<file path="config.mk">
export PLATFORM = sky130hd
export DESIGN_NAME = fnpc_rsp_fifo
export DESIGN_NICKNAME = d
export VERILOG_FILES = /design/src/fnpc_pkg.sv /design/src/fnpc_rsp_fifo.sv
export SDC_FILE = /design/constraint.sdc
export NUM_CORES = 1
export LEC_CHECK = 0
export ABC_AREA = 1
export BUFFER_PORTS_ARGS = -buffer_cell sky130_fd_sc_hd__buf_2
export CAP_MARGIN = 0
export CORE_MARGIN = 2
export CORE_UTILIZATION = 27
export CTS_CLUSTER_DIAMETER = 100
export DETAILED_ROUTE_END_ITERATION = 10
export SLEW_MARGIN = 10
export SYNTH_ARGS = -nofsm -noshare
export SYNTH_HDL_FRONTEND = slang
export SYNTH_SLANG_ARGS = --single-unit
</file>
<file path="constraint.sdc">
create_clock -name clock -period 10.4 [get_ports clock]
set_input_delay 1.04 -clock clock [delete_from_list [all_inputs] [get_ports clock]]
set_output_delay 1.04 -clock clock [all_outputs]
set_load 0.01 [all_outputs]
</file>
<file path="src/fnpc_pkg.sv">
// Shared constants and types for the four-neighbour peak clamp.
`default_nettype none

package fnpc_pkg;

   localparam int ROW_BITS       = 10;
   localparam int COL_OUT_BITS   = 10;
   localparam int CSR_DATA_BITS  = 11;
   localparam int CSR_INDEX_BITS = 1;
   localparam int HEIGHT_LIMIT   = 1024;

   localparam logic [CSR_INDEX_BITS-1:0] CSR_FRAME_WIDTH  = 1'b0;
   localparam logic [CSR_INDEX_BITS-1:0] CSR_FRAME_HEIGHT = 1'b1;

   localparam logic [CSR_DATA_BITS-1:0] FRAME_SIZE_RESET = 11'd1024;

   // one pixel produces at most three result beats; queue holds four
   localparam int RSP_SLOTS = 3;
   localparam int RSP_DEPTH = 4;

   typedef logic [1:0] push_count_type;
   typedef logic [2:0] fill_count_type;

endpackage

`default_nettype wire

</file>
<file path="src/fnpc_rsp_fifo.sv">
// Result queue: takes up to three beats per cycle, hands out one beat per cycle while the reader is ready.
`default_nettype none

module fnpc_rsp_fifo import fnpc_pkg::*; #(
   parameter int DATA_BITS = 37
) (
   input  wire logic                 clock,
   input  wire logic                 reset,
   input  wire push_count_type       push_n,
   input  wire logic [DATA_BITS-1:0] push_data [RSP_SLOTS],
   input  wire logic                 pop_ready,
   output logic                      head_valid,
   output logic [DATA_BITS-1:0]      head_data,
   output fill_count_type            fill
);

   localparam int PTR_BITS = $clog2(RSP_DEPTH);

   logic [DATA_BITS-1:0] slot_ff [RSP_DEPTH];
   logic [PTR_BITS-1:0]  wr_ptr_ff, wr_ptr_in;
   logic [PTR_BITS-1:0]  rd_ptr_ff, rd_ptr_in;
   fill_count_type       count_ff, count_in;
   logic                 pop;

   assign head_valid = count_ff != '0;
   assign head_data  = slot_ff[rd_ptr_ff];
   assign fill       = count_ff;
   assign pop        = head_valid && pop_ready;

   always_comb begin
      wr_ptr_in = PTR_BITS'(wr_ptr_ff + PTR_BITS'(push_n));
      rd_ptr_in = pop ? PTR_BITS'(rd_ptr_ff + 1'b1) : rd_ptr_ff;
      count_in  = fill_count_type'(count_ff + fill_count_type'(push_n)
                                   - fill_count_type'(pop));
   end

   always_ff @(posedge clock) begin
      if (reset) begin
         wr_ptr_ff <= '0;
         rd_ptr_ff <= '0;
         count_ff  <= '0;
      end else begin
         wr_ptr_ff <= wr_ptr_in;
         rd_ptr_ff <= rd_ptr_in;
         count_ff  <= count_in;
      end
   end

   always_ff @(posedge clock) begin
      for (int i = 0; i < RSP_SLOTS; i++) begin
         if (i < int'(push_n)) begin
            slot_ff[PTR_BITS'(wr_ptr_ff + PTR_BITS'(i))] <= push_data[i];
         end
      end
   end

`ifndef NO_ASSERTIONS
   a_fill_bound: assert property (@(posedge clock) disable iff (reset)
      count_ff <= fill_count_type'(RSP_DEPTH))
      else $error("result queue overfilled");

   a_ptr_gap: assert property (@(posedge clock) disable iff (reset)
      PTR_BITS'(wr_ptr_ff - rd_ptr_ff) == PTR_BITS'(count_ff))
      else $error("queue pointers disagree with fill count");

   a_drain: assert property (@(posedge clock) disable iff (reset)
      pop && (push_n == '0) |=> count_ff == fill_count_type'($past(count_ff) - 1'b1))
      else $error("fill count did not drop on a lone pop");
`endif

endmodule

`default_nettype wire

</file>
==> metrics.md <==
| Metric | Value |
|---|---|
| Setup_tns | 0 ns |
| Worst-path clk slew | roughly 0.060 ns |
| Yosys Warn Count | 0 |
| Fin. max-slew vios | 0 |
| Fmax | 249.1 MHz |
| Simple-gate portion of the synthesized area | 0.3634 |
| Xor and xnor area share after synthesis | 0 |
| Vias in the first global route | 9260 |
| Slowest CP cell | inv_2 |
| Via count | 9623 |
| PostCTS Resize Cnt | 0 |
| Largest family of logic cells by synthesized area | simple AND/OR/NAND/NOR gates |
| Clock Skew | 0.007076 ns |
| Clock Sinks | approximately 160 |
| CP max stage delay | 1.04 ns |
| Syn Nets | between 1000 and 1500 |
| Leakage | 5.202 nW |
| I/O Buffers | 156 |
| Drc violations | 0 |
| Startpoint types | register |
| Layout cells sized above 1 | 0.1542 |
| Mux contribution to synthesized area | 0 |
| Pre-CTS setup slack | 6.036 ns |
| GR Overflow Total | 0 |
| Setup-failing EPs final | 0 |
| Min-Delay Path Class | reg2reg |
| RSZ-0062 raised after global routing | false |
| Row count | 69 |
| CTS Buf Count | 17 |
| Initial antenna violation count | 2 |
| Die ar. | around 38000 sq um |
| Root Buffer Master | clkbuf_16 |
| Number of synthesized register bits | 157 |
| Worst EP required | 10.69 ns |
| Yosys cell types | 25 |
| Cell Pwr Density | 184.0 nW/um^2 |
| Top cell type's share of synthesized area | 0.4519 |
| Post-synth top area cell | edfxtp_1 |
| Area of the multi-input gates | 4344 sq um |
| Global-route wire length before repair | roughly 54000 microns |
| Pin count of the biggest net entering global routing | 85 |
| Clk buf depth | 2 |
| Initial DRC count | between 900 and 1000 |
| Total length of routed wires | 35190 microns |
| CTS H-tree depth | 4 |
| Most frequent cells in the layout | nand2_1, nand3_1, buf_2 |
| Post-layout util | 0.3172 |
| Min cycle time layout | 4.014 ns |
| Max Cap Viol | 0 |
| Skew-Pair Late Insertion Delay | 0.43 ns |
| Max VDD drop | just over 0.0001 V |
| Fin crit share | 0.3860 |
| CP Class | reg2reg |
| Worst Setup Slack, final | around 6.4 ns |
| Most frequent CP cell | nand2_1 |
| CP max FO | 38 |
| Hpwl dp | 21760 microns |
| Die Ht | slightly below 200 microns |
| Total GRT Usage | 0.1839 |
| Worst Max-Slew Pin Slew | 1.217 ns |
| Gate count after technology mapping | 1323 |
| # IOs | 157 |
| Vias per inst | 5.092 |
| FILL cells | 3891 |
| Cts-stage hold buffer count | 0 |
| Critical Path End Type | register |
| Fin nets | 1536 |
| Seq. cell area | 4627 sq um |
| Mapped cell area | 9836 sq um |
| Die Wd | between 150 and 200 microns |
| Area Overhead vs Synth | 15.26% |
| CTS tree | done |
| Arrival time of the worst setup path | 4.30 ns |
| Slew margin rel. | 0.1865 |
| Routability congestion estimate | 0.7791 |
| Core area | 35740 sq um |
| Number of setup buffers added after CTS | 0 |
| Crit path cell chain | inv_4, nor2_4, nand2_2, inv_2, nand2_1, nand2_1 |
| Sequential share of the synthesized area | 0.4702 |
| Initial Utilization | 0.2752 |
| Most common cell after layout, fill and taps aside | nand2_1 |
| DRT antenna net count | 0 |
| Complex-gate fraction of the synthesized area | 0.06602 |
| Drt first pass iters | 5 |
| Hold Vio Cnt, Final | 0 |
| Most area-consuming cells after synthesis | edfxtp_1, nand2_1, nand3_1, o21ai_0, inv_1 |
| Syn Area/Cell | 7.434 sq um |
| Synth Area in Adders | 0.007124 |
| WL per Instance | 18.62 microns |
| Status | finished, final reports clean |
## sequential cells by signal (all words and copies together), names as in the netlist, named ones only
register	cells
slot_ff	148
fill	3
rd_ptr_ff	2
wr_ptr_ff	2
## area by class of cell
type                    instances  area share
clock inverters                14     0.01479
repair buffers                163     0.07372
diodes                          2   0.0004415
flip-flops and latches        157      0.4081
inverters                      94     0.03134
clock buffers                  17     0.03752
multi-input cells             982      0.3832
well taps                     461     0.05088
## worst paths after layout
check,startpoint,endpoint,slack (ns),cells after the start
max,wr_ptr_ff[0],slot_ff[3][35],6.39,6
min reg2reg,rd_ptr_ff[0],rd_ptr_ff[0],0.50,2
min,rd_ptr_ff[0],rd_ptr_ff[0],0.50,2
max reg2reg,wr_ptr_ff[0],slot_ff[3][35],6.39,6
## cells in the mapped netlist
master / n
buf_4: 21
o22ai_1: 37
nor2_1: 84
inv_2: 6
nand3_2: 2
nand2_4: 1
nor2_4: 3
o21ai_0: 75
a21oi_1: 4
buf_6: 15
nand3_4: 1
a21boi_0: 3
buf_2: 26
inv_1: 87
nand2_2: 1
dfxtp_1: 9
or2_2: 2
nand3_1: 226
clkbuf_1: 28
nand2_1: 535
nor2_2: 3
fa_1: 1
inv_4: 1
edfxtp_1: 148
ha_1: 4
## worst max-delay path: cells and delay by family (launching register included)
family / cells / cell delay [ns]
buf+inv: 2 / 1.15
flops: 1 / 0.64
simple gates: 4 / 2.06
## where the power goes
| part | internal, W | leakage [nW] | switching, W |
|---|---|---|---|
| sequential | 0.000797 | 1.48 | 0.0000336 |
| combinational | 0.000190 | 3.43 | 0.000420 |
| clock | 0.000378 | 0.291 | 0.000267 |
| total | 0.00137 | 5.20 | 0.000721 |
## cells by family (layout without fill, tap and decap cells)
group,Yosys count,after routing
AND/OR/NAND/NOR,858,858
buffers and inverters,184,288
flip-flops,157,157
AO/OA/AOI/OAI,119,119
adder cells (fa/ha/maj),5,5
other,0,2
## stage by stage
step | total power (W) | cells | hold slack (ns) | area (sq um)
2_1_floorplan | 0.001216 | 1323 | 0.4481 | 9836
3_3_place_gp | 0.001444 | 1857 | 0.4640 | 10740
3_5_place_dp | 0.001461 | 1857 | 0.4922 | 10740
4_1_cts | 0.002099 | 1888 | 0.5075 | 11330
5_1_grt | 0.002192 | 1890 | 0.5280 | 11340
6_report | 0.002086 | 1890 | 0.4999 | 11340
## per-layer routing
layer,up-vias,GRT usage,part of all wire
li1,4535,-,-
met1,4502,0.2316,0.40
met2,514,0.3182,0.49
met3,72,0.02655,0.079
met4,0,0.07125,0.026
met5,-,0,0
No activity file was read; power rests on OpenSTA's default activity.
